--- src/hdl/qvx_pkg.sv ---
// ----------------------------------------------------------------------------
// qvx_pkg
// Shared types, constants and helper functions for the quad vertex expander.
// ----------------------------------------------------------------------------
package qvx_pkg;

    // Quarter-wave sine polynomial constants, Q15
    localparam logic [16:0] SIN_C1 = 17'd102944;
    localparam logic [16:0] SIN_C2 = 17'd42047;
    localparam logic [16:0] SIN_C3 = 17'd4640;
    localparam logic [16:0] Q15_ONE = 17'd32768;

    // Vertices per particle
    localparam int NUM_VERTS = 6;
    localparam logic [2:0] LAST_VERT = 3'(NUM_VERTS - 1);

    localparam logic [16:0] PROG_END = 17'd65536;

    // Register indexes of the configuration port
    typedef enum logic [2:0] {
        CFG_START_X = 3'd0,
        CFG_START_Y = 3'd1,
        CFG_END_X   = 3'd2,
        CFG_END_Y   = 3'd3,
        CFG_TEX_W   = 3'd4,
        CFG_TEX_H   = 3'd5,
        CFG_HAS_TEX = 3'd6
    } t_cfg_idx;

    typedef struct packed {
        logic [19:0] start_x;
        logic [19:0] start_y;
        logic [19:0] end_x;
        logic [19:0] end_y;
        logic [15:0] tex_w;
        logic [15:0] tex_h;
        logic        has_tex;
    } t_cfg;

    // Folded sine argument: magnitude argument and sign of the result
    typedef struct packed {
        logic        neg;
        logic [15:0] x;
    } t_arg;

    function automatic t_arg fold_angle(input logic [15:0] a);
        t_arg        r;
        logic [15:0] x;
        x     = {1'b0, a[13:0], 1'b0};
        r.neg = a[15];
        r.x   = a[14] ? (16'd32768 - x) : x;
        return r;
    endfunction

    // Output vertex index to quad corner: 0,1,2,0,2,3
    function automatic logic [1:0] corner_of(input logic [2:0] n);
        logic [1:0] c;
        unique case (n)
            3'd0:    c = 2'd0;
            3'd1:    c = 2'd1;
            3'd2:    c = 2'd2;
            3'd3:    c = 2'd0;
            3'd4:    c = 2'd2;
            3'd5:    c = 2'd3;
            default: c = 2'd0;
        endcase
        return c;
    endfunction

    // Q.24 to Q.8, round half up, saturate to signed 24 bits
    function automatic logic [23:0] to_vert(input logic signed [41:0] v);
        logic signed [41:0] w;
        logic signed [41:0] r;
        logic [23:0]        o;
        w = v + 42'sd32768;
        r = w >>> 16;
        if (r > 42'sd8388607) begin
            o = 24'h7FFFFF;
        end else if (r < -42'sd8388608) begin
            o = 24'h800000;
        end else begin
            o = r[23:0];
        end
        return o;
    endfunction

endpackage

--- src/hdl/qvx_corner.sv ---
// ----------------------------------------------------------------------------
// qvx_corner
// Stages 6-7: rotation products and the four corner positions in Q.24.
// ----------------------------------------------------------------------------
module qvx_corner
    import qvx_pkg::*;
(
    input  logic               i_clk,
    input  logic               i_rst_n,
    input  logic               i_en,
    input  logic               i_valid,
    input  logic [19:0]        i_hx,
    input  logic [19:0]        i_hy,
    input  logic signed [16:0] i_sn,
    input  logic signed [16:0] i_cs,
    input  logic [23:0]        i_px,
    input  logic [23:0]        i_py,
    input  logic [31:0]        i_color,
    output logic               o_valid,
    output logic signed [41:0] o_x [4],
    output logic signed [41:0] o_y [4],
    output logic [31:0]        o_color
);

    logic [1:0]         r_v;
    logic signed [37:0] r6_a, r6_b, r6_c, r6_d;
    logic [23:0]        r6_px, r6_py;
    logic [31:0]        r6_col, r7_col;
    logic signed [41:0] r7_x [4];
    logic signed [41:0] r7_y [4];

    always_ff @(posedge i_clk) begin
        if (!i_rst_n) begin
            r_v <= '0;
        end else if (i_en) begin
            r_v <= {r_v[0], i_valid};
        end
    end

    // half size times sin/cos, then signed sums per corner
    always_ff @(posedge i_clk) begin
        logic signed [41:0] a, b, c, d, px, py;
        if (i_en) begin
            r6_a   <= $signed({1'b0, i_hx}) * i_cs;
            r6_b   <= $signed({1'b0, i_hy}) * i_sn;
            r6_c   <= $signed({1'b0, i_hx}) * i_sn;
            r6_d   <= $signed({1'b0, i_hy}) * i_cs;
            r6_px  <= i_px;
            r6_py  <= i_py;
            r6_col <= i_color;
            a  = 42'(r6_a);
            b  = 42'(r6_b);
            c  = 42'(r6_c);
            d  = 42'(r6_d);
            px = $signed({{2{r6_px[23]}}, r6_px, 16'd0});
            py = $signed({{2{r6_py[23]}}, r6_py, 16'd0});
            for (int k = 0; k < 4; k++) begin
                // corners 0 and 3 sit on the left, 0 and 1 on the top
                r7_x[k] <= ((k == 0 || k == 3) ? -a : a) - ((k < 2) ? -b : b) + px;
                r7_y[k] <= ((k == 0 || k == 3) ? -c : c) + ((k < 2) ? -d : d) + py;
            end
            r7_col <= r6_col;
        end
    end

    assign o_valid = r_v[1];
    assign o_x     = r7_x;
    assign o_y     = r7_y;
    assign o_color = r7_col;

endmodule

--- config.mk ---
export PLATFORM = sky130hd
export DESIGN_NAME = qvx_corner
export DESIGN_NICKNAME = d
export VERILOG_FILES = /design/src/hdl/qvx_pkg.sv /design/src/hdl/qvx_corner.sv
export SDC_FILE = /design/constraint.sdc
export NUM_CORES = 2
export LEC_CHECK = 0
export ABC_AREA = 1
export BUFFER_PORTS_ARGS = -buffer_cell sky130_fd_sc_hd__buf_2
export CORE_MARGIN = 10
export CORE_UTILIZATION = 58
export DETAILED_ROUTE_END_ITERATION = 7
export GPL_TIMING_DRIVEN = 0
export PLACE_DENSITY = 0.88
export SLEW_MARGIN = 20
export SYNTH_ARGS = -nofsm -noshare
export SYNTH_HDL_FRONTEND = slang
export SYNTH_SLANG_ARGS = --single-unit
--- constraint.sdc ---
create_clock -name i_clk -period 5.3 [get_ports i_clk]
set_input_delay 0 -clock i_clk [delete_from_list [all_inputs] [get_ports i_clk]]
set_output_delay 0 -clock i_clk [all_outputs]
set_load 0.01 [all_outputs]
---- Yosys cells after proc, flatten, opt, wreduce, memory -nomap -nowiden ----
Cells that the tools add are included.
Widths: inputs -> output; s select.
word-level totals
  bits in latches ......................... 0
  bits in writable memories ............... 0
  memories ................................ 0
  input port bits ......................... 158
  output and inout port bits .............. 369
  word-level logic and storage cells ...... 41
  bits in registers ....................... 602
  ROM bits ................................ 0
cells by class
  equality and inequality tests ........... 0
  $add $sub $neg .......................... 20
  reductions and logical operators ........ 0
  multipliers ............................. 4
  div/mod/pow operators ................... 0
  bitwise logic cells ..................... 0
  shifts and indexed selects .............. 0
  multiplexer cells ....................... 0
  magnitude comparators ................... 0
operators with widths
  cell            count
  $add 42x40->42  6
  $neg 38->42     4
  $mul 21x17->38  4
  $add 39x40->41  2
  $add 38x42->42  1
  $add 42x38->42  1
  $add 42x42->42  1
  $sub 38x42->42  1
  $sub 42x38->42  1
  $sub 42x42->42  1
  $add 38x38->39  1
  $sub 38x38->39  1

---- Longest topological paths before layout ----
  word-level depth ........................ 3
  depth in mapped cells ................... 29
  mapped depth without buffers ............ 27

---- Least setup slack after synthesis ----
Ideal clock, no wire load.
  path kind ............................... input port to flip-flop
  start point ............................. input i_hy[13]
  end point ............................... register r6_b[34] (data pin)
  data arrival time ....................... 5,019 ps
  stages on the path ...................... 22
  path slack .............................. 29 ps
  path buffers ............................ 2
  data required time ...................... 5,048 ps
  cell sequence ........................... clkbuf_1 clkbuf_1 nand2_1 fa_1 inv_1 fa_1 inv_1 fa_1 inv_1 fa_1 inv_1 fa_1 inv_1 fa_1 ha_1 nand2_1 nor2_1 nand2_1 o21ai_0 nand4_1 nand3_1 nand2_1
between the ends
  word-level cells in the longest chain between the ends .. 1
ends and longest elaborated chain
  element               RTL line          source
  from (decl)           qvx_corner.sv:13  input logic [19:0] i_hy,
  $mul 21x17->38        qvx_corner.sv:45  r6_b <= $signed({1'b0, i_hy}) * i_sn;
  to (signal assigned)  qvx_corner.sv:45
  to (decl)             qvx_corner.sv:26  logic signed [37:0] r6_a, r6_b, r6_c, r6_d;
No other way between the ends.
A chain may end at the register's enable or synchronous reset.

---- Worst setup path after layout ----
  start point ............................. input i_hx[0]
  end point ............................... register r6_a[27] (data pin)
between the ends
  word-level cells in the longest chain between the ends .. 1
ends and longest elaborated chain
  element               RTL line          source
  from (decl)           qvx_corner.sv:12  input logic [19:0] i_hx,
  $mul 21x17->38        qvx_corner.sv:44  r6_a <= $signed({1'b0, i_hx}) * i_cs;
  to (signal assigned)  qvx_corner.sv:44
  to (decl)             qvx_corner.sv:26
No other way between the ends.

==> flow_metrics.tcl <==
set metrics [dict create \
    status "finished, violations left" \
    violations "design-rule violations" \
    clk_pin_slew_worst_paths_ns 0.06 \
    ys_seq_area_share_pct 18.2 \
    final.setup_skew_ns 0.0285 \
    slack_of_the_critical_path_ns 0.0249 \
    layout-drive-gt1-share_pct 7.47 \
    placed_cell_area_mm2 0.103 \
    grt_remaining_overflow 0 \
    count_leader_synth "nand2_1" \
    final_nets 15603 \
    post-route-period-util_pct 99.5 \
    synth_warnings 0 \
    clock_tree.root_cell "clkbuf_16" \
    rsz0062_at_grt "yes" \
    regToRegSetupSlack_ns 0.06 \
    grt_antenna_before_repair 50 \
    max_cap_violations 0 \
    synth_cells 12483 \
    htree_num_levels 2 \
    timing.slew.headroom_pct 14.2 \
    clock_sinks 594 \
    dominantRegCellSynth "edfxtp_1" \
    viasPerCell 5.86 \
    initial_core_utilization_pct 58.5 \
    max_freq_mhz 190 \
    async_flop_share_pct 0 \
    final_util_pct 64.3 \
    crit_fanout 10 \
    timing.hold.worst.class "in -> reg" \
    crit_start "i_hx[0]" \
    gpl.final_weighted_congestion 1.14 \
    routedWlPerCell_um 26.1 \
    critical_path_required_ns 5.76 \
    synthesis.area_mm2 0.0980 \
    route.detailed.drc 30 \
    synth-edff-count 592 \
    synth_largest_area_cell "fa_1" \
    first_global_vias 89196 \
    slew_viol_final 0 \
    setup.worst_path.start_class "primary input" \
    netlist_top_cells_area "fa_1 26%, edfxtp_1 18%, ha_1 13%, nand2_1 11%, inv_1 11%" \
    die_width_um 431 \
    finish.instance_area_mm2 0.108 \
    arrival_ns 5.73 \
    fp.dieArea_mm2 0.186 \
    fp.dieH_um 431 \
    ioPinCount 527 \
    area_grow_syn2layout_pct 9.93 \
    drtIter0Drc 12248 \
    avgSynthCellArea_um2 7.85 \
    cts_tree "built" \
    cts_max_path_buffers 3 \
    finalCriticalPeriod_ns 5.28 \
    totalWireLength_um 404000 \
    dpl_worst_slack_ns -1.92 \
    rr_endpoint "o_y[155]" \
    setup.worst_path.class "in -> reg" \
    core_mm2 0.168 \
    critical_path.reg2reg.startpoint "r6_d[1]" \
    timing_worst_slew_pin_value_ns 1.29 \
    drt-pass1-iter-count 8 \
    routed-via-count 90687 \
    report.final.hold_viol_count 0 \
    synthDominantCellAreaShare_pct 26.2 \
    placement_rows 150 \
    ys_seq_elements 594 \
    setup-violations-final 0 \
    wire_length_of_the_first_global_routing_pass_um 583000 \
    mappedNetlistNets 14906 \
    cp-endpoint "r6_a[27]" \
    cts_inserted_buffers 61 \
    synth_top_cells_by_count "2968 x nand2_1, 2933 x inv_1, 1282 x fa_1" \
    grt_start_max_net_pins 116 \
    detail-route-antenna-nets 0 \
    track_usage_pct 42.6 \
    dp.final_hpwl_um 346000 \
    i_o_buffers 454 \
    synthDistinctLibCells 58 \
    skew_pair_late_insertion_delay_ns 0.73 \
    r2r_cells 17 \
    crit_path_end_kind "flip-flop" \
]
[registers in the layout (all words and copies together), names as in the netlist]
name     flops
o_y        164
r6_a        38
r6_py       24
o_color     32
r6_b        38
o_x        164
r6_col      32
r_v          2
r6_px       24
r6_d        38
r6_c        38
[metrics by stage]
step / TNS [ns] / instances / hold slack (ns)
2_1_floorplan: 0 / 12483 / 0.0989
3_3_place_gp: -2857.10 / 15141 / 0.176
3_5_place_dp: -122.13 / 15148 / 0.179
4_1_cts: 0 / 15406 / 0.000876
5_1_grt: -0.0460 / 15459 / 0.000599
6_report: 0 / 15479 / 0.0136
[cells by family (layout without fill, tap and decap cells)]
family                     Yosys count  after routing  share of synthesized area [%]
DFF                                594            594                           18.2
and+or+nand+nor                   4692           4692                           19.7
other                                0             44                              0
adders and majority gates         2265           2265                           38.7
AOI/OAI and AO/OA                 1174           1174                           6.49
buffers and inverters             3275           4023                           12.6
xor gates and xnor gates           483            483                           4.33
[what timing repair did]
| action | CTS | global route |
|---|---|---|
| pin swaps | 0 | 1 |
| setup endpoints to repair | 105 | 124 |
| setup buffers | 2 | 27 |
| gates resized for setup | 126 | 377 |
| hold endpoints to repair | 129 | 1 |
| gates cloned | 0 | 0 |
| hold buffers | 144 | 1 |
[worst max-delay path, stage by stage]
cell and delay (ns):
clkbuf_1 0.53, clkbuf_1 0.67, nand2_1 0.11, inv_1 0.10, ha_1 0.15, inv_1 0.05, fa_1 0.51, inv_1 0.05
fa_1 0.51, fa_1 0.44, fa_1 0.53, inv_1 0.06, fa_1 0.47, inv_1 0.04, ha_1 0.36, nand2_1 0.14
nor4_1 0.27, nand2_1 0.08, nand2_1 0.17, nand2_1 0.10, o21ai_1 0.19, nand2_1 0.08, inv_1 0.05, nor2_1 0.05
[placed cells by master (no fill, tap or decap), types with 17 or more instances in the layout]
cell type      synthesis  routed
clkinv_1               3      17
nor2_1               933     933
o21a_1                36      36
nand2_1             2968    2967
dlygate4sd3_1          0     145
inv_1               2933    2930
and2_1                24      24
nor2_2                23      23
nor3_1                90      89
nand2_2               18      19
a21o_1                50      50
a21oi_1              624     622
o21bai_1              48      47
buf_4                  8      51
nor4_1                44      42
clkbuf_4               0      35
edfxtp_1             592     592
xnor2_1              102      99
xor2_1               379     375
ha_1                 983     981
clkbuf_16              0      61
nand3_1              382     381
fa_1                1282    1281
clkbuf_2               0     148
inv_2                 35      35
o21ai_1               32      35
diode_2                0      44
o21ai_0              327     319
nand3b_1              20      20
buf_2                  0     462
nand4_1              106     106
clkbuf_1             283      78
[worst min-delay path by stage]
stage | cells past startpoint | endpoint | start | slack [ns]
3_3_place_gp | 1 | r6_px[10] | i_px[10] | 0.18
4_1_cts | 2 | r6_col[16] | i_color[16] | 0.0009
6_report | 2 | r6_col[16] | i_color[16] | 0.01
5_1_grt | 3 | r6_b[0] | i_hy[0] | 0.0006
3_5_place_dp | 1 | r6_px[0] | i_px[0] | 0.18
2_1_floorplan | 0 | r6_col[0] | i_color[0] | 0.1
[per-layer routing]
metal	GRT usage (%)	up-vias	share of wire [%]
met2	62.0	6079	41
met1	54.1	43540	37
met5	1.36	-	0.16
met3	17.3	1470	15
li1	-	39560	-
met4	22.3	38	6.8
[layout make-up]
cell class / count / area, um^2
multi-input cells: 8614 / 68000
inverters: 2971 / 11200
well taps: 2204 / 2760
plain buffers: 302 / 1600
repair buffers: 636 / 4260
fillers: 14981 / 59800
flip-flops and latches: 594 / 17800
clock inverters: 44 / 473
clock buffers: 70 / 1560
diodes: 44 / 110
Power is left out: the tool's default activity adds up to more than one toggle a clock period on the data nets, which glitch-free logic cannot reach.
