## src/hdl/qvx_pkg.sv

```systemverilog
// ----------------------------------------------------------------------------
// qvx_pkg
// Shared types, constants and helper functions for the quad vertex expander.
// ----------------------------------------------------------------------------
package qvx_pkg;

    // Quarter-wave sine polynomial constants, Q15
    localparam logic [16:0] SIN_C1 = 17'd102944;
    localparam logic [16:0] SIN_C2 = 17'd42047;
    localparam logic [16:0] SIN_C3 = 17'd4640;
    localparam logic [16:0] Q15_ONE = 17'd32768;

    // Vertices per particle
    localparam int NUM_VERTS = 6;
    localparam logic [2:0] LAST_VERT = 3'(NUM_VERTS - 1);

    localparam logic [16:0] PROG_END = 17'd65536;

    // Register indexes of the configuration port
    typedef enum logic [2:0] {
        CFG_START_X = 3'd0,
        CFG_START_Y = 3'd1,
        CFG_END_X   = 3'd2,
        CFG_END_Y   = 3'd3,
        CFG_TEX_W   = 3'd4,
        CFG_TEX_H   = 3'd5,
        CFG_HAS_TEX = 3'd6
    } t_cfg_idx;

    typedef struct packed {
        logic [19:0] start_x;
        logic [19:0] start_y;
        logic [19:0] end_x;
        logic [19:0] end_y;
        logic [15:0] tex_w;
        logic [15:0] tex_h;
        logic        has_tex;
    } t_cfg;

    // Folded sine argument: magnitude argument and sign of the result
    typedef struct packed {
        logic        neg;
        logic [15:0] x;
    } t_arg;

    function automatic t_arg fold_angle(input logic [15:0] a);
        t_arg        r;
        logic [15:0] x;
        x     = {1'b0, a[13:0], 1'b0};
        r.neg = a[15];
        r.x   = a[14] ? (16'd32768 - x) : x;
        return r;
    endfunction

    // Output vertex index to quad corner: 0,1,2,0,2,3
    function automatic logic [1:0] corner_of(input logic [2:0] n);
        logic [1:0] c;
        unique case (n)
            3'd0:    c = 2'd0;
            3'd1:    c = 2'd1;
            3'd2:    c = 2'd2;
            3'd3:    c = 2'd0;
            3'd4:    c = 2'd2;
            3'd5:    c = 2'd3;
            default: c = 2'd0;
        endcase
        return c;
    endfunction

    // Q.24 to Q.8, round half up, saturate to signed 24 bits
    function automatic logic [23:0] to_vert(input logic signed [41:0] v);
        logic signed [41:0] w;
        logic signed [41:0] r;
        logic [23:0]        o;
        w = v + 42'sd32768;
        r = w >>> 16;
        if (r > 42'sd8388607) begin
            o = 24'h7FFFFF;
        end else if (r < -42'sd8388608) begin
            o = 24'h800000;
        end else begin
            o = r[23:0];
        end
        return o;
    endfunction

endpackage

```

## src/hdl/qvx_emit.sv

```systemverilog
// ----------------------------------------------------------------------------
// qvx_emit
// Rounds and saturates the corners into a holding register and sends the six
// triangle vertices of one particle, one per accepted output item.
// ----------------------------------------------------------------------------
module qvx_emit
    import qvx_pkg::*;
(
    input  logic               i_clk,
    input  logic               i_rst_n,
    input  logic               i_load,
    input  logic signed [41:0] i_x [4],
    input  logic signed [41:0] i_y [4],
    input  logic [31:0]        i_color,
    input  t_cfg               i_cfg,
    input  logic               i_stall,
    output logic               o_free,
    output logic               o_valid,
    output logic [23:0]        o_vert_x,
    output logic [23:0]        o_vert_y,
    output logic [15:0]        o_tex_u,
    output logic [15:0]        o_tex_v,
    output logic [31:0]        o_color_out,
    output logic               o_last
);

    logic        r_valid;
    logic [2:0]  r_cnt;
    logic [23:0] r_x [4];
    logic [23:0] r_y [4];
    logic [31:0] r_col;

    logic       fire;
    logic [1:0] c;

    always_comb begin
        fire   = r_valid && !i_stall;
        o_free = !r_valid || (fire && r_cnt == LAST_VERT);
        c      = corner_of(r_cnt);
    end

    // vertex counter and holding register valid
    always_ff @(posedge i_clk) begin
        if (!i_rst_n) begin
            r_valid <= 1'b0;
            r_cnt   <= '0;
        end else if (i_load) begin
            r_valid <= 1'b1;
            r_cnt   <= '0;
        end else if (fire) begin
            if (r_cnt == LAST_VERT) begin
                r_valid <= 1'b0;
                r_cnt   <= '0;
            end else begin
                r_cnt <= r_cnt + 3'd1;
            end
        end
    end

    // corner payload
    always_ff @(posedge i_clk) begin
        if (i_load) begin
            for (int k = 0; k < 4; k++) begin
                r_x[k] <= to_vert(i_x[k]);
                r_y[k] <= to_vert(i_y[k]);
            end
            r_col <= i_color;
        end
    end

    assign o_valid     = r_valid;
    assign o_vert_x    = r_x[c];
    assign o_vert_y    = r_y[c];
    assign o_tex_u     = (i_cfg.has_tex && (c == 2'd1 || c == 2'd2)) ? i_cfg.tex_w : 16'd0;
    assign o_tex_v     = (i_cfg.has_tex && c[1]) ? i_cfg.tex_h : 16'd0;
    assign o_color_out = r_col;
    assign o_last      = r_cnt == LAST_VERT;

endmodule

```

## config.mk

```make
export PLATFORM = sky130hd
export DESIGN_NAME = qvx_emit
export DESIGN_NICKNAME = d
export VERILOG_FILES = /design/src/hdl/qvx_pkg.sv /design/src/hdl/qvx_emit.sv
export SDC_FILE = /design/constraint.sdc
export NUM_CORES = 1
export LEC_CHECK = 0
export BUFFER_PORTS_ARGS = -buffer_cell sky130_fd_sc_hd__buf_2
export CORE_AREA = 4 4 229 231
export CTS_CLUSTER_DIAMETER = 30
export DETAILED_ROUTE_END_ITERATION = 10
export DIE_AREA = 0 0 233 235
export SYNTH_ARGS = -nofsm -noshare
export SYNTH_HDL_FRONTEND = slang
export SYNTH_SLANG_ARGS = --single-unit
```

## constraint.sdc

```tcl
create_clock -name i_clk -period 6.5 [get_ports i_clk]
set_input_delay 0.65 -clock i_clk [delete_from_list [all_inputs] [get_ports i_clk]]
set_output_delay 0.65 -clock i_clk [all_outputs]
set_load 0.05 [all_outputs]
```

After elaboration in Yosys (flattened, before gate mapping)
Memories as Yosys holds them, arrays and structs flattened.
Cells that the tools add are included.

cells by class
  $add $sub $neg = 9
  $mul = 0
  divide/modulo/power cells = 0
  order comparisons = 16
  eq/ne operators = 6
  shift operators = 0
  muxes and demuxes = 33
  bitwise operators = 1
  reduce and logical (&&, ||, !) cells = 13

operator list
  kind                                                                                count
  24-bit two-way mux                                                                  24
  42-bit by 17-bit adder with 42-bit output (second input constant)                   8
  26-bit by 24-bit greater-than comparator with 1-bit output (second input constant)  8
  26-bit by 24-bit < comparator with 1-bit output (second input constant)             8
  16-bit two-way mux                                                                  2
  3-bit equality test (second input constant)                                         2
  2-bit one-hot mux with 3 select lines                                               1
  1-bit two-way mux                                                                   5
  1-bit logical AND                                                                   4
  2-bit nonzero test                                                                  2
  2-bit OR reduction                                                                  2
  3-bit by 1-bit adder with 3-bit output (second input constant)                      1
  3-bit by 1-bit equality test with 1-bit output (second input constant)              1
  3-bit by 2-bit equality test with 1-bit output (second input constant)              1
  3-bit two-way mux                                                                   1
  2-bit by 1-bit equality test with 1-bit output (second input constant)              1
  2-bit equality test (second input constant)                                         1
  1-bit zero test                                                                     2
  1-bit logical OR                                                                    2
  2-bit AND reduction                                                                 1
  1-bit NOT                                                                           1

word-level totals
  register bits after elaboration = 36
  latch bits = 0
  bits in writable memories = 192
  memory bits (read-only) = 0
  input bits = 485
  output and inout bits = 115
  word-level logic and storage cells = 83
  memories = 2

memories
  name  words  width  read ports  clocked after memory_dff  write ports  line            RTL
  r_x   4      24     1           0                         4            qvx_emit.sv:29  logic [23:0] r_x [4];
  r_y   4      24     1           0                         4            qvx_emit.sv:30  logic [23:0] r_y [4];

Depth between registers and ports, before layout
Gate-level depths: netlist of the first run.

  word-level depth = 7
  depth in mapped cells = 9
  mapped depth without buffers = 8

Least setup slack after synthesis of the first run
Ideal clock, no wire load.

  path kind = flip-flop to output port
  from = register r_cnt[0]
  to = output o_free
  data arrival time = 2.511 ns
  data required time = 5.850 ns
  setup slack = 3.339 ns
  stages on the path, launching flop included = 7
  buffers on the path = 3
  cell sequence = dfxtp_1 > nor2b_1 > clkbuf_1 > buf_2 > buf_2 > nand2_1 > o21ai_0

between the ends
  longest elaborated chain between the ends = 3

ends and longest elaborated chain
  element                 line            RTL
  from (decl)             qvx_emit.sv:28  logic [2:0] r_cnt;
  from (signal assigned)  qvx_emit.sv:55  r_cnt <= r_cnt + 3'd1;
  3-bit equality test     qvx_emit.sv:38  o_free = !r_valid || (fire && r_cnt == LAST_VERT);
  1-bit logical AND       qvx_emit.sv:38
  1-bit logical OR        qvx_emit.sv:38
  to (decl)               qvx_emit.sv:17  output logic o_free,

Every way passes these cells.

Final worst setup path of the first run
  from = register r_cnt[1]
  to = output o_vert_x[23]

between the ends
  longest elaborated chain between the ends = 4
  elaborated cells between the ends (all ways) = 7
  classes of those cells = 4 x eq/ne; 1 x mux; 1 x reduce/logical; 1 x memory

ends and longest elaborated chain
  element                                                                                       line            RTL
  3-bit equality test / 3-bit by 2-bit equality test with 1-bit output (equally long branches)  qvx_pkg.sv:58   unique case (n)
  2-bit OR reduction (no source line)                                                           n/a
  2-bit one-hot mux with 3 select lines (*)                                                     qvx_pkg.sv:58
  memory read 4 x 24 bit (*)                                                                    n/a
  to (decl)                                                                                     qvx_emit.sv:19  output logic [23:0] o_vert_x,

Mark *: on every way between the ends. The rest lies on a longest branch, timed or not.

==> results of run 1 <==
[logic make-up after synthesis]
kind of cell / after synthesis / synth area share
and+or+nand+nor: 443 / 0.1725
adders and majority gates: 8 / 0.007141
DFF: 228 / 0.4856
muxes: 53 / 0.08078
xor gates and xnor gates: 197 / 0.1247
buffers and inverters: 79 / 0.02267
AOI/OAI and AO/OA: 263 / 0.1066
[cell usage after synthesis (5+ instances only)]
cell type / n / area share
a21oi_1: 40 / 0.014
a31oi_1: 5 / 0.0022
and2_1: 26 / 0.012
and3_1: 47 / 0.021
and4_1: 21 / 0.013
buf_2: 5 / 0.0018
clkbuf_1: 43 / 0.012
edfxtp_1: 224 / 0.48
ha_1: 8 / 0.0071
inv_1: 27 / 0.0072
mux4_2: 48 / 0.077
nand2_1: 95 / 0.025
nand3_1: 69 / 0.025
nand4_1: 55 / 0.025
nor2_1: 55 / 0.015
nor2b_1: 5 / 0.0022
nor3_1: 24 / 0.0086
nor4_1: 15 / 0.0067
o21ai_0: 169 / 0.060
o21ai_2: 11 / 0.0069
xnor2_1: 76 / 0.047
xor2_1: 118 / 0.074
[state kept, by name, indices dropped and copies added, names as in the netlist]
| name | flops |
|---|---|
| r_cnt | 3 |
| r_y | 96 |
| o_color_out | 32 |
| r_x | 96 |
| o_valid | 1 |
[cell usage in the layout (no fill, tap or decap), types with 4 or more instances in the layout]
cell,n
nand3_1,69
buf_2,398
o21ai_0,169
or4_1,4
inv_1,27
clkbuf_16,57
edfxtp_1,224
mux4_2,48
nor4_2,4
nor2b_1,4
nor4_1,15
bufinv_16,9
a311oi_1,4
inv_6,6
and4_1,21
nand4_1,55
dfxtp_1,4
o22ai_1,4
or2_2,4
nand2_1,95
and2_1,26
o21ai_2,11
xor2_1,118
nor3_1,24
a31oi_1,4
clkinv_1,8
a21oi_1,40
clkinv_2,6
clkbuf_1,5
clkinvlp_4,7
ha_1,8
xnor2_1,76
buf_4,4
nor2_1,55
or3_1,4
and3_1,47
clkinv_4,4
[report_power, final]
| part | switching (µW) | internal, µW | total [µW] |
|---|---|---|---|
| Clock | 858 | 1950 | 2800 |
| Combinational | 507 | 238 | 745 |
| Sequential | 68.8 | 1790 | 1860 |
| Total | 1430 | 3980 | 5410 |
[worst paths after layout]
kind	from	to	cells after the start	slack (ns)
setup / recovery	r_cnt[1]	o_vert_x[23]	6	2.75
hold / removal	i_color[3]	o_color_out[3]	1	0.26
setup reg to reg	r_cnt[0]	o_valid	4	5.38
hold reg to reg	o_valid	o_valid	2	0.55
[area by class of cell]
cell class / count / area (µm²) / area share
antenna: 3 / 7.507 / 0.0004028
clock buffer: 62 / 1445 / 0.07753
clock inverter: 40 / 470.5 / 0.02524
inverter: 27 / 101.3 / 0.005437
multi-input combinational: 964 / 6910 / 0.3707
sequential: 228 / 6807 / 0.3652
tap: 672 / 840.8 / 0.04511
timing repair buffer: 404 / 2057 / 0.1104
[worst max-delay path: stages, from the launching register on]
cell     delay, ns
dfxtp_1       0.43
inv_1         0.11
nor2_1        0.13
mux2_2        0.63
buf_4         0.55
mux4_2        0.42
buf_2         0.25
[routing by layer]
layer  track usage  wire length [µm]  vias up
li1              -                 -     5698
met1        0.2171             20050     5888
met2        0.3016             24640      526
met3       0.04542              4318       73
met4       0.05343              1333        8
met5             0                49        -
[metrics by stage]
step	std cells	total power, µW
after floorplan	1271	2269
after global placement	2295	2621
after detailed placement	2295	2632
after CTS	2397	5463
after global routing	2398	5609
final	2400	5410
==> impl_metrics.ini, run 1 <==
[run_status]
status = completed

[detailed_routing]
antenna_left = 0
drtPass1Iterations = 5
vias = 12190
via_per_inst = 5.080
drcViolationCount = 0
finalWirelength_um = 50390
wire_per_inst_um = 21.00
dr.first_iter.drc_count = 904

[power]
p_leak_uw = 0.006913
ir_worst_vdd_mv = 0.2278
pwr_density_cell_nw_per_um2 = 290.3

[sta]
max_slew_margin = 0.2296
finalWorstSetupSlack_ns = 2.748
whs_ns = 0.2626
tightest_slew_ns = 1.145
fin_skew_ns = 0.001190
setup_viol = 0
setup_tns_ns = 0
final-max-slew-violation-count = 0
rsz0062_at_grt = no
finalHoldViolations = 0
clock.fmax_mhz = 266.5
fin_crit_sh = 0.5772
period_needed_ns = 3.752

[yosys]
ys_seq_area_frac = 0.4856
syn_area_um2 = 14020
yosysWarnings = 0
synthFlopType = edfxtp_1
synth_nets = 1764
synthCells = 1271
synth-edff-count = 224
avgSynthCellArea_um2 = 11.03
yosysUniqueCellTypes = 66
ys_ff_latch = 228
ys_async_sr_fraction = 0

[floorplan]
dieHeight_um = 235
die-area_um2 = 54760
rows = 82
pin_count = 600
die_w_um = 233
start_util = 0.2800
coreArea_um2 = 50070

[min_path]
hp-class = in2reg

[setup_path]
critPathLaunchType = flip-flop
crit_path_max_fanout = 40
path_class = reg2out
worst_setup_path_end_kind = output pin
arrival_ns = 3.10
cp.required_ns = 5.85

[placed_design]
dp_hpwl_um = 40150
dpl_cell_area_um2 = 16720
port_buffers = 399
place_congestion = 0.9019
post-place-ws_ns = 2.550

[cells_and_area]
fillers = 5025
drive_above_1_share = 0.3357
fin_area_um2 = 18640
syn2layout_area_growth_pct = 32.97
layout.nets = 2172
fin_util = 0.3723

[flow_run]
cap_violations = 0

[clock_network]
cts.repair.resized = 0
cts.sinks = 228
numCtsBuffers = 54
clk_pin_slew_ns = 0.04
cts_tree = built
cts_htree_levels = 2
cts_setup_buffers = 0
cts-root-buf = clkbuf_16
postCtsHoldBufs = 0
clk_latency_ns = 0.56
cts_buffer_depth = 3

[grt]
grt_pass1_wl_um = 73220
gr-usage-all-layers = 0.1759
grt_max_degree = 153
antenna_found_initial = 7
grt-ovfl-total = 0
first_global_vias = 11920
Power figures use the tool's default switching activity.
==> run 2, diff against run 1 <==
Settings changed: ABC_AREA from default to 1, CORE_AREA 4 4 229 231 to 4 4 230 232, DIE_AREA 0 0 233 235 to 0 0 234 236.
Clock period 6.5 ns to 3.41 ns, I/O delays scaled along.
==> impl_metrics.ini, run 2 <==
[sta]
max_slew_margin = 0.5163
clock.fmax_mhz = 318.3
fin_skew_ns = 0.0001664
period_needed_ns = 3.141
rsz0062_at_grt = no
final-max-slew-violation-count = 0
setup_viol = 0
fin_crit_sh = 0.9212
finalHoldViolations = 0
setup_tns_ns = 0
tightest_slew_ns = 0.7238

[placed_design]
place_congestion = 0.9445
dpl.cell_count = 3077
port_buffers = 399
dpl_cell_area_um2 = 18530
dp_hpwl_um = 46270

[yosys]
synth_common_cells = nand2_1, nor2_1, edfxtp_1
synth_top_area_frac = 0.4223
ys_seq_area_frac = 0.4273
avgSynthCellArea_um2 = 7.796
synth_nets = 2536
synthCells = 2043
synth-edff-count = 224
synth.area.top_cells = edfxtp_1, nand2_1, nor2_1
yosysWarnings = 0
yosysMostFrequentCell = nand2_1
synthFlopType = edfxtp_1
yosysTopAreaCell = edfxtp_1
ys_ff_latch = 228
yosysUniqueCellTypes = 44
syn_area_um2 = 15930
ys_async_sr_fraction = 0

[setup_path]
worst_setup_path_end_kind = output pin
cp.required_ns = 3.07
cp-endpoint = o_tex_v[8]
reg2reg_to = o_valid
crit_path_max_fanout = 17
regToRegStartpoint = r_cnt[0]
arrival_ns = 2.80
ff2ff_path_depth = 8
reg2reg_setup_slack_ns = 1.62
path_class = reg2out
startpoint = r_cnt[1]
critPathLaunchType = flip-flop

[floorplan]
die_w_um = 234
dieHeight_um = 236
coreArea_um2 = 50990
pin_count = 600
rows = 83
start_util = 0.3124
die-area_um2 = 55220

[flow_run]
cap_violations = 0

[grt]
first_global_vias = 14950
grt-ovfl-total = 0
grt_max_degree = 99
grt_pass1_wl_um = 85220
antenna_found_initial = 35
gr-usage-all-layers = 0.2005

[detailed_routing]
finalWirelength_um = 57370
wire_per_inst_um = 17.79
antenna_left = 0
via_per_inst = 4.660
drtPass1Iterations = 5
drcViolationCount = 0
dr.first_iter.drc_count = 946
vias = 15030

[clock_network]
cts.sinks = 228
cts-root-buf = clkbuf_16
cts.repair.resized = 0
numCtsBuffers = 52
cts_tree = built
clk_latency_ns = 0.55
cts_htree_levels = 2
cts_buffer_depth = 3
clk_pin_slew_ns = 0.05

[power]
pwr_density_cell_nw_per_um2 = 500.0
combPwrFrac = 0.160
p_sw_frac = 0.2803
power_switching_uw = 2907
pwr-share-seq = 0.335
intPower_uw = 7463
clock_power_share = 0.505
ir_worst_vdd_mv = 0.3616
p_leak_uw = 0.009309

[cells_and_area]
final_common_cell = nand2_1
fillers = 5268
seqCellArea_um2 = 6807
syn2layout_area_growth_pct = 30.22
layout_common_cells = nand2_1, buf_2, nor2_1, edfxtp_1, inv_1
drive_above_1_share = 0.2443
fin_area_um2 = 20740
stdcell_count = 3224
multi_input_area_um2 = 8117
layout.nets = 2976

[min_path]
hp-class = in2reg

[run_status]
status = completed
==> run 2: changes by cell type after synthesis, moves of 37 or more <==
cell / before / now
a21oi_1: 40 / 3
mux4_2: 48 / 0
mux2i_1: 4 / 48
o211ai_1: 0 / 48
nand4_1: 55 / 14
nand2_1: 95 / 775
or2_2: 4 / 48
o21ai_0: 169 / 51
inv_1: 27 / 154
and3_1: 47 / 3
nor2_1: 55 / 259
==> run 2: repair_timing <==
item,4_1_cts,5_1_grt
hold buffers,32,0
buffers inserted,0,0
endpoints found under the setup margin,0,0
hold endpoints to repair,32,0
==> run 2: critical path: stages, from the launching register on <==
cell and delay [ns]:
dfxtp_1 0.42, inv_1 0.08, o21ai_0 0.16, o21ai_1 0.10, inv_2 0.33, nand2_1 0.42, nor2_1 0.40, buf_2 0.33
==> run 2: stage by stage <==
stage | hold WS [ns] | setup slack (ns) | power, µW | utilization
4_1_cts | 0.01994 | 0.2095 | 10450 | 0.4059
5_1_grt | 0.04001 | 0.07083 | 10770 | 0.4064
3_5_place_dp | 0.5135 | 0.8248 | 5156 | 0.3633
3_3_place_gp | 0.5031 | 0.8891 | 5143 | 0.3633
6_report | 0.05433 | 0.2685 | 10370 | 0.4068
2_1_floorplan | 0.4399 | 0.7326 | 4490 | -
==> run 2: layer usage <==
metal  vias to the layer above  part of all wire  global-route usage
li1                       7512                 -                   -
met1                      6864              0.42              0.2556
met2                       540              0.45              0.3183
met3                        85              0.10             0.07476
met4                        24             0.022             0.05780
met5                         -            0.0027                   0
==> run 2: kinds of logic (layout without fill, tap and decap cells) <==
kind of cell               Yosys count  in the layout  synth area share
AOI/OAI and AO/OA                  115            115           0.04894
xor gates and xnor gates           165            165           0.09073
adders and majority gates            8              8          0.006285
buffers and inverters              219            702           0.06339
DFF                                228            228            0.4273
muxes                               48             48           0.03016
other                                0             18                 0
and+or+nand+nor                   1260           1260            0.3332
==> run 2: final cells by class <==
cell class	count	share of cell area
multi-input cells	1596	0.3913
flip-flops and latches	228	0.3282
repair buffers	445	0.1191
clock buffers	57	0.06364
well taps	680	0.04102
inverters	160	0.02902
clock inverters	40	0.02558
diodes	18	0.002172
==> run 2: worst min-delay path by stage <==
stage               start             end  slack, ns  depth (start not counted)
5_1_grt           i_rst_n         o_valid       0.04                          3
3_5_place_dp      o_valid         o_valid       0.51                          2
6_report          i_rst_n         o_valid       0.05                          3
3_3_place_gp     r_cnt[0]        r_cnt[0]       0.50                          2
4_1_cts           i_rst_n         o_valid       0.02                          3
2_1_floorplan  i_color[0]  o_color_out[0]       0.44                          0
==> run 2: power groups by stage <==
stage	logic, µW	clock network [µW]	registers [µW]
after floorplan	885	0	3610
after CTS	1660	5310	3480
after detailed placement	1630	0	3530
final	1660	5230	3480
after global routing	1810	5460	3500
after global placement	1620	0	3520
